### config.mk
export PLATFORM = sky130hd
export DESIGN_NAME = display_init_list_sequencer
export DESIGN_NICKNAME = d
export VERILOG_FILES = /design/src/rtl/dils_pkg.sv /design/src/rtl/dils_step.sv /design/src/rtl/dils_out_reg.sv /design/src/rtl/display_init_list_sequencer.sv
export VERILOG_INCLUDE_DIRS = /design/src /design/src/rtl
export SDC_FILE = /design/constraint.sdc
export NUM_CORES = 1
export LEC_CHECK = 0
export BUFFER_PORTS_ARGS = -buffer_cell sky130_fd_sc_hd__buf_4
export CAP_MARGIN = 0
export CORE_ASPECT_RATIO = 1.2
export CORE_MARGIN = 4
export CORE_UTILIZATION = 56
export CTS_CLUSTER_SIZE = 24
export DETAILED_ROUTE_END_ITERATION = 10
export GPL_ROUTABILITY_DRIVEN = 1
export PLACE_DENSITY = 0.83
export SYNTH_ARGS = -nofsm -noshare
export SYNTH_HDL_FRONTEND = slang
export SYNTH_SLANG_ARGS = --single-unit
### constraint.sdc
create_clock -name clk -period 3.2 [get_ports clk]
set_input_delay 0.64 -clock clk [delete_from_list [all_inputs] [get_ports clk]]
set_output_delay 0.64 -clock clk [all_outputs]
set_load 0.03 [all_outputs]
### src/rtl/display_init_list_sequencer_defines.svh
// assertion macros for the display init list sequencer
`ifndef DISPLAY_INIT_LIST_SEQUENCER_DEFINES_SVH
`define DISPLAY_INIT_LIST_SEQUENCER_DEFINES_SVH

`ifndef SYNTH
// antecedent holds, consequent must hold in the next cycle
`define DILS_ASSERT_NEXT(label, ante, cons) \
  label: assert property (@(posedge clk) disable iff (rst) (ante) |=> (cons)) \
    else $error("dils: next-cycle check failed");
// antecedent holds, consequent must hold in the same cycle
`define DILS_ASSERT_NOW(label, ante, cons) \
  label: assert property (@(posedge clk) disable iff (rst) (ante) |-> (cons)) \
    else $error("dils: same-cycle check failed");
`else
`define DILS_ASSERT_NEXT(label, ante, cons)
`define DILS_ASSERT_NOW(label, ante, cons)
`endif

`endif

### src/rtl/dils_pkg.sv
// types and constants shared by the init list sequencer modules
`timescale 1ns / 1ps
package dils_pkg;

  localparam int unsigned DelayFlagBit = 7;
  localparam logic [7:0]  LongDelayKey = 8'd255;
  localparam logic [8:0]  LongDelayMs  = 9'd500;
  localparam logic [7:0]  CountReset   = 8'd14;

  typedef enum logic [2:0] {
    PH_CMD   = 3'd0,
    PH_COUNT = 3'd1,
    PH_ARGS  = 3'd2,
    PH_DELAY = 3'd3,
    PH_DONE  = 3'd4
  } phase_t;

  typedef enum logic [1:0] {
    KIND_CMD   = 2'd0,
    KIND_DATA  = 2'd1,
    KIND_DELAY = 2'd2
  } kind_t;

  typedef struct packed {
    phase_t     phase;
    logic [7:0] held_command;
    logic [6:0] args_left;
    logic       delay_follows;
    logic [7:0] commands_left;
  } dils_state_t;

  typedef struct packed {
    kind_t      kind;
    logic [7:0] out_byte;
    logic [8:0] delay_ms;
    logic       last;
  } dils_result_t;

endpackage

### src/rtl/dils_step.sv
// next-state and result logic for one list byte
`timescale 1ns / 1ps
module dils_step import dils_pkg::*; (
  input  dils_state_t  state,
  input  logic [7:0]   list_byte,
  output dils_state_t  state_next,
  output logic         result_valid,
  output dils_result_t result
);

  logic [7:0] cmds_dec;
  logic       cmds_end;
  logic [6:0] args_dec;
  logic [6:0] count_args;
  logic       count_delay;

  assign cmds_dec    = state.commands_left - 8'd1;
  assign cmds_end    = (cmds_dec == 8'd0);
  assign args_dec    = state.args_left - 7'd1;
  assign count_args  = list_byte[6:0];
  assign count_delay = list_byte[DelayFlagBit];

  always_comb begin
    state_next   = state;
    result_valid = 1'b0;
    result       = '{kind: KIND_CMD, out_byte: 8'd0, delay_ms: 9'd0, last: 1'b0};
    unique case (state.phase)
      PH_CMD: begin
        state_next.held_command = list_byte;
        state_next.phase        = PH_COUNT;
      end
      PH_COUNT: begin
        state_next.args_left     = count_args;
        state_next.delay_follows = count_delay;
        result_valid             = 1'b1;
        result.kind              = KIND_CMD;
        result.out_byte          = state.held_command;
        if (count_args != 7'd0) begin
          state_next.phase = PH_ARGS;
        end else if (count_delay) begin
          state_next.phase = PH_DELAY;
        end else begin
          state_next.commands_left = cmds_dec;
          state_next.phase         = cmds_end ? PH_DONE : PH_CMD;
          result.last              = cmds_end;
        end
      end
      PH_ARGS: begin
        state_next.args_left = args_dec;
        result_valid         = 1'b1;
        result.kind          = KIND_DATA;
        result.out_byte      = list_byte;
        if (args_dec == 7'd0) begin
          if (state.delay_follows) begin
            state_next.phase = PH_DELAY;
          end else begin
            state_next.commands_left = cmds_dec;
            state_next.phase         = cmds_end ? PH_DONE : PH_CMD;
            result.last              = cmds_end;
          end
        end
      end
      PH_DELAY: begin
        result_valid             = 1'b1;
        result.kind              = KIND_DELAY;
        result.delay_ms          = (list_byte == LongDelayKey) ? LongDelayMs
                                                                : {1'b0, list_byte};
        state_next.commands_left = cmds_dec;
        state_next.phase         = cmds_end ? PH_DONE : PH_CMD;
        result.last              = cmds_end;
      end
      default: begin
        // done: bytes are dropped
      end
    endcase
  end

endmodule

### src/rtl/dils_out_reg.sv
// result register facing the output channel
`timescale 1ns / 1ps
module dils_out_reg import dils_pkg::*; (
  input  logic         clk,
  input  logic         rst,
  input  logic         load,
  input  dils_result_t load_result,
  input  logic         out_stall,
  output logic         can_load,
  output logic         out_valid,
  output dils_result_t out_result
);

  assign can_load = !out_valid || !out_stall;

  always_ff @(posedge clk) begin
    if (rst) begin
      out_valid <= 1'b0;
    end else if (can_load) begin
      out_valid <= load;
    end
    if (can_load && load) begin
      out_result <= load_result;
    end
  end

endmodule

### src/rtl/display_init_list_sequencer.sv
// top level of the display init list sequencer
//
//  channel | direction | handshake              | payload
//  --------+-----------+------------------------+--------------------------------
//  input   | in        | in_valid / in_stall    | list_byte
//  output  | out       | out_valid / out_stall  | kind, out_byte, delay_ms, last
//  config  | in        | cfg_we (no wait)       | cfg_wdata = command_count
//
//  one list byte per cycle is taken while in_stall is low; a byte is held in the input register
//  and its result (if any) is loaded into the result register as the byte moves on
//  rst clears control state and loads a command count of 14
//  a config write reloads the command count and restarts the list parser
//  in_stall rises only while the input register is full and the result register
//  holds a beat that the output side stalls
`timescale 1ns / 1ps
`include "display_init_list_sequencer_defines.svh"
module display_init_list_sequencer import dils_pkg::*; (
  input  logic       clk,
  input  logic       rst,
  input  logic       in_valid,
  output logic       in_stall,
  input  logic [7:0] list_byte,
  output logic       out_valid,
  input  logic       out_stall,
  output logic [1:0] kind,
  output logic [7:0] out_byte,
  output logic [8:0] delay_ms,
  output logic       last,
  input  logic       cfg_we,
  input  logic [7:0] cfg_wdata
);

  // input register
  logic       in_full;
  logic [7:0] in_byte;

  // parser state and its next value
  dils_state_t  state;
  dils_state_t  state_next;
  logic         step_valid;
  dils_result_t step_result;

  // result register handshake
  logic         can_load;
  logic         advance;
  logic         load_beat;
  dils_result_t out_result;

  // the held byte moves on once the result register can take its beat
  assign advance   = in_full && can_load;
  assign in_stall  = in_full && !can_load;
  assign load_beat = advance && step_valid;

  always_ff @(posedge clk) begin
    if (rst) begin
      in_full <= 1'b0;
    end else if (!in_stall) begin
      in_full <= in_valid;
    end
    if (!in_stall && in_valid) begin
      in_byte <= list_byte;
    end
  end

  dils_step u_step (
    .state        (state),
    .list_byte    (in_byte),
    .state_next   (state_next),
    .result_valid (step_valid),
    .result       (step_result)
  );

  // config write wins: it restarts the list at a fresh entry count
  always_ff @(posedge clk) begin
    if (rst) begin
      state.phase         <= (CountReset == 8'd0) ? PH_DONE : PH_CMD;
      state.held_command  <= 8'd0;
      state.args_left     <= 7'd0;
      state.delay_follows <= 1'b0;
      state.commands_left <= CountReset;
    end else if (cfg_we) begin
      state.phase         <= (cfg_wdata == 8'd0) ? PH_DONE : PH_CMD;
      state.held_command  <= 8'd0;
      state.args_left     <= 7'd0;
      state.delay_follows <= 1'b0;
      state.commands_left <= cfg_wdata;
    end else if (advance) begin
      state <= state_next;
    end
  end

  dils_out_reg u_out_reg (
    .clk         (clk),
    .rst         (rst),
    .load        (load_beat),
    .load_result (step_result),
    .out_stall   (out_stall),
    .can_load    (can_load),
    .out_valid   (out_valid),
    .out_result  (out_result)
  );

  assign kind     = out_result.kind;
  assign out_byte = out_result.out_byte;
  assign delay_ms = out_result.delay_ms;
  assign last     = out_result.last;

  // once done, only a config write or reset leaves the done phase
  `DILS_ASSERT_NEXT(a_done_sticks, state.phase == PH_DONE && !cfg_we, state.phase == PH_DONE)
  // a beat marked last always closes the sequence
  `DILS_ASSERT_NEXT(a_last_ends, load_beat && step_result.last && !cfg_we, state.phase == PH_DONE)
  // argument phase never runs with an empty argument count
  `DILS_ASSERT_NOW(a_args_nonzero, state.phase == PH_ARGS, state.args_left != 7'd0)
  // stall only with a byte held
  `DILS_ASSERT_NOW(a_stall_full, in_stall, in_full && out_valid)

endmodule

Word level (Yosys, flattened, before mapping):

Index checks and enable logic that the tools add are counted.

* RAM bits: 0
* latch bits: 0
* memories: 0
* bits in registers: 57
* output and inout port bits: 22
* logic and storage cells: 77
* memory bits (read-only): 0
* input bits: 21

* div/mod/pow operators: 0
* multipliers: 0
* order comparisons: 0
* reduce and logical (&&, ||, !) cells: 27
* eq/ne operators: 8
* muxes and demuxes: 26
* bitwise gates (word level): 1
* shift operators: 0
* add/subtract/negate cells: 2

Operators by type and width (number)
* two-way mux 27 bit: 2
* two-way mux 8 bit: 5
* case mux 8 bit (3 select lines): 1
* two-way mux 3 bit: 6
* zero test 8 bit: 2
* case mux 8 bit (2 select lines): 1
* case mux 7 bit (2 select lines): 1
* case mux 3 bit (4 select lines): 1
* two-way mux 9 bit: 1
* inequality test 3 bit, second input constant: 3
* equality test 8 bit, second input constant: 1
* subtractor 8 x 1 -> 8 bit, second input constant: 1
* zero test 7 bit: 1
* nonzero test 7 bit: 1
* subtractor 7 x 1 -> 7 bit, second input constant: 1
* equality test 3 x 2 -> 1 bit, second input constant: 2
* two-way mux 1 bit: 6
* AND reduction 2 bit: 3
* AND reduction 6 bit: 1
* logical AND 1 bit: 5
* nonzero test 5 bit: 1
* zero test 1 bit: 4
* case mux 2 bit (2 select lines): 1
* nonzero test 2 bit: 2
* other kinds (10): 11

Logic depth before layout (Yosys ltp):

* word-level depth: 8
* gate-level depth with buffers: 10
* gate-level depth less buffers: 8

By module:

Synthesis repeated with hierarchy kept, for this count alone.

* cells, all modules: 314
* area total of the unflattened synthesis: 3076.7 um^2

Modules (own cells, without submodules)
* display_init_list_sequencer: cells each 141, area each 1442.6 um^2, seq. area each 800.8 um^2, times used 1
* dils_step: cells each 148, area each 994.7 um^2, seq. area each 0.0 um^2, times used 1
* dils_out_reg: cells each 25, area each 639.4 um^2, seq. area each 620.6 um^2, times used 1

Worst setup path before layout:

OpenSTA, ideal clock, no wires.

* path kind: register -> register
* start: register state[9] (netlist name)
* end: register state[25] (netlist name)
* period minus slack after synthesis: 2.517 ns
* cell stages (with the launch flop): 9
* setup slack: 0.683 ns
* setup time: 0.066 ns
* arrival: 2.451 ns
* required time: 3.134 ns
* path buffers: 0
* cell sequence: dfxtp_1 inv_1 ha_1 or3b_4 o31a_1 or3_4 a211o_1 or3_1 a21oi_2

* cells in the longest elaborated chain, start to end: 4

Ends and longest elaborated chain
* subtractor 7 x 1 -> 7 bit: line dils_step.sv:19 `assign args_dec = state.args_left - 7'd1;`
* zero test 7 bit: line dils_step.sv:53 `if (args_dec == 7'd0) begin`
* inequality test 3 x 2 -> 1 bit (no line)
* AND reduction 3 bit (no line)

No other way between the ends.
A chain may end at the register's enable or synchronous reset.

Final worst setup path:

* start: register state[9] (netlist name)
* end: register state[3] (netlist name)

* cells in the longest elaborated chain, start to end: 4

Ends and longest elaborated chain (line)
* subtractor 7 x 1 -> 7 bit: dils_step.sv:19
* zero test 7 bit: dils_step.sv:53
* inequality test 3 x 2 -> 1 bit (no line)
* AND reduction 6 bit (no line)

No other way between the ends.

==> metrics.md <==
| Metric | Value |
|---|---|
| Period utilization | 84.4% |
| Worst hold path class | input pin to flip-flop |
| Gr usage total | 21.8% |
| Vias per inst | 5.94 |
| Drt first-iter violations | 156 |
| Initial antenna violation count | 0 |
| Sum Neg Setup Slack | 0 ns |
| #FFs+latches synth | 57 |
| First-pass GRT wire length | 10.3 mm |
| PD cells | 503 mW/mm² |
| # port buffers | 42 |
| Cells after synthesis | 285 |
| Diode count | 0 |
| Post-CTS sizing | 0 |
| Die Ht | 85.0 µm |
| CTS tree | built |
| Area of the mapped netlist | 0.00277 mm² |
| Via count | 2311 |
| Post-synth EDFFs | 28 |
| Total grt overflow | 0 |
| Sequential area share after synthesis | 51.3% |
| Asr flop ratio synth | 0% |
| Clock Skew | 0.00566 ns |
| Root Buffer | clkbuf_8 |
| # rows | 27 |
| GPL Wtd Cong | 0.878 |
| Die W | 72.2 µm |
| Worst path required time | 3.46 ns |
| Final instance area | 0.00330 mm² |
| Wirelength per Cell | 15.9 µm |
| Maxcap violations | 0 |
| CP Max Fanout | 8 |
| RSZ-0062 raised after global routing | false |
| Slew margin rel. | 42.9% |
| Crit Path Category | flip-flop to flip-flop |
| HPWL Detailed | 4.32 mm |
| Core box area | 0.00470 mm² |
| Commonest cells after routing, fill and taps aside | buf_4 (44), nor2_1 (41), dfxtp_1 (29) |
| Clk Latency, worst-skew pair | 0.34 ns |
| Slowest stage cell, crit path | nor4_1 |
| Final count of negative-setup-slack endpoints | 0 |
| DRC | 0 |
| Critical path's largest stage delay | 0.49 ns |
| Leakage power | 0.00123 µW |
| Post-CTS Hold Buffers | 0 |
| Io pins | 43 |
| Worst Path Arrival | 2.96 ns |
| Fmax | 370 MHz |
| Delay-heaviest family, CP | simple AND/OR/NAND/NOR gates |
| Min Clock Period, post-route | 2.70 ns |
| Ranking of synthesized cells by area | edfxtp_1 (30%), dfxtp_1 (21%), nor2_1 (5.6%) |
| Critical path, cell by cell | inv_1, ha_1, or3b_4, o31a_1, nor4_1, o21ai_2, mux2_4, a211oi_2 |
| Fin worst setup slack | 0.499 ns |
| Antenna Nets Post-Route | 0 |
| Warnings from Yosys | 0 |
| Worst Path Buf+Inv | 1 |
| DRT Pass-1 Iters | 5 |
| Die footprint | 0.00614 mm² |
| Post-Route WL | 6.17 mm |
| Vias in the first global route | 2213 |
| Slew of the pin with the lowest slew margin | 0.854 ns |
| # H-tree levels | 3 |
| Synth top area share | 30.4% |
| Initial Util | 59.0% |
| Total CTS buffers | 9 |
| Max Slew Vio Count | 0 |
| Synth Area per Inst | 9.72 µm² |
| Largest net degree at the start of global routing | 21 |
| Fin nets | 351 |
| Clock-pin slew on the worst setup and hold paths | 0.06 ns |
| Top_reg_cell synth | dfxtp_1 |
| Share of cells above drive strength 1 | 20.5% |
| Status | complete, no violations |
| CTS Sinks | 57 |
| Nature of the critical path endpoint | flip-flop |
| Clock Path Buffers | 2 |
| Largest area contributor in the netlist | edfxtp_1 |
| Syn Nets | 310 |
| Crit path launch type | flip-flop |
| Most common cell after layout, fill and taps aside | buf_4 |
| Place WS | 0.522 ns |
| # Post-CTS Setup Buffers | 0 |
| Placed inst area | 0.00309 mm² |
| Final Hold Viols | 0 |
| Area delta synth->final | 19.2% |
| Peak supply drop | 0.291 mV |
| Synth cell types | 53 |
==> stage by stage <==
step                      total power [µW]  util, %  std cells  hold WS, ns
final                                 1660     70.3        389        0.474
after global routing                  1720     70.3        389        0.453
after CTS                             1670     70.3        389        0.465
after detailed placement               939     65.7        373        0.482
after global placement                 934     65.7        373        0.467
after floorplan                        892        -        285        0.454
==> flip-flops by register name, summed over array words and instances (netlist names) <==
signal / flops
in_byte: 8
u_out_reg.out_valid: 1
state: 27
u_out_reg.out_result: 20
in_full: 1
==> logic make-up (layout without fill, tap and decap cells) <==
logic type / Yosys count / after routing / share of synthesized area, %
AO/OA/AOI/OAI: 66 / 66 / 15.8
XOR/XNOR: 6 / 6 / 1.90
adder cells (fa/ha/maj): 4 / 4 / 1.81
buffers and inverters: 28 / 74 / 4.97
flip-flops: 57 / 57 / 51.3
multiplexers: 9 / 9 / 3.43
AND/OR/NAND/NOR: 115 / 115 / 20.8
==> final cells by class <==
class                           instances  area [µm²]
Clock buffer                           12         145
Clock inverter                          4        67.6
Fill cell                             343        1400
Inverter                               14        52.6
Multi-Input combinational cell        200        1210
Sequential cell                        57        1420
Tap cell                               58        72.6
Timing Repair Buffer                   44         330
==> metal layers <==
layer  track usage, %  wire length (µm)  vias up
met4             12.3               221        0
met5                0                 0        -
li1                 -                 -     1111
met3             6.64               423       17
met1             24.1              2310     1091
met2             36.7              3210       92
==> Yosys cell counts, types with 3 or more instances <==
library cell	count
inv_1	14
and2_1	7
dfxtp_1	29
a22o_1	5
nor3b_1	3
xor2_1	3
nand2_1	21
xnor2_1	3
or3_1	3
nor3_1	12
o21ai_0	11
o21a_1	3
nor4_1	6
ha_1	4
nand4_1	4
nand3_1	4
a21oi_1	24
edfxtp_1	28
nor2_1	41
a211oi_1	5
clkbuf_1	9
mux2i_1	8
==> where the power goes <==
part	total [µW]	switching, µW	internal [µW]
combinational	112	61.5	50.4
clock	733	278	455
sequential	813	28.3	785
==> worst paths after layout <==
check                             startpoint    endpoint  slack [ns]  cells past startpoint
worst max-delay path                state[9]    state[3]        0.50                      8
worst min-delay path            list_byte[1]  in_byte[1]        0.47                      1
worst max register to register      state[9]    state[3]        0.50                      8
worst min register to register     state[16]   state[16]        0.49                      2
Note: power is estimated with default switching activity, not from simulation.
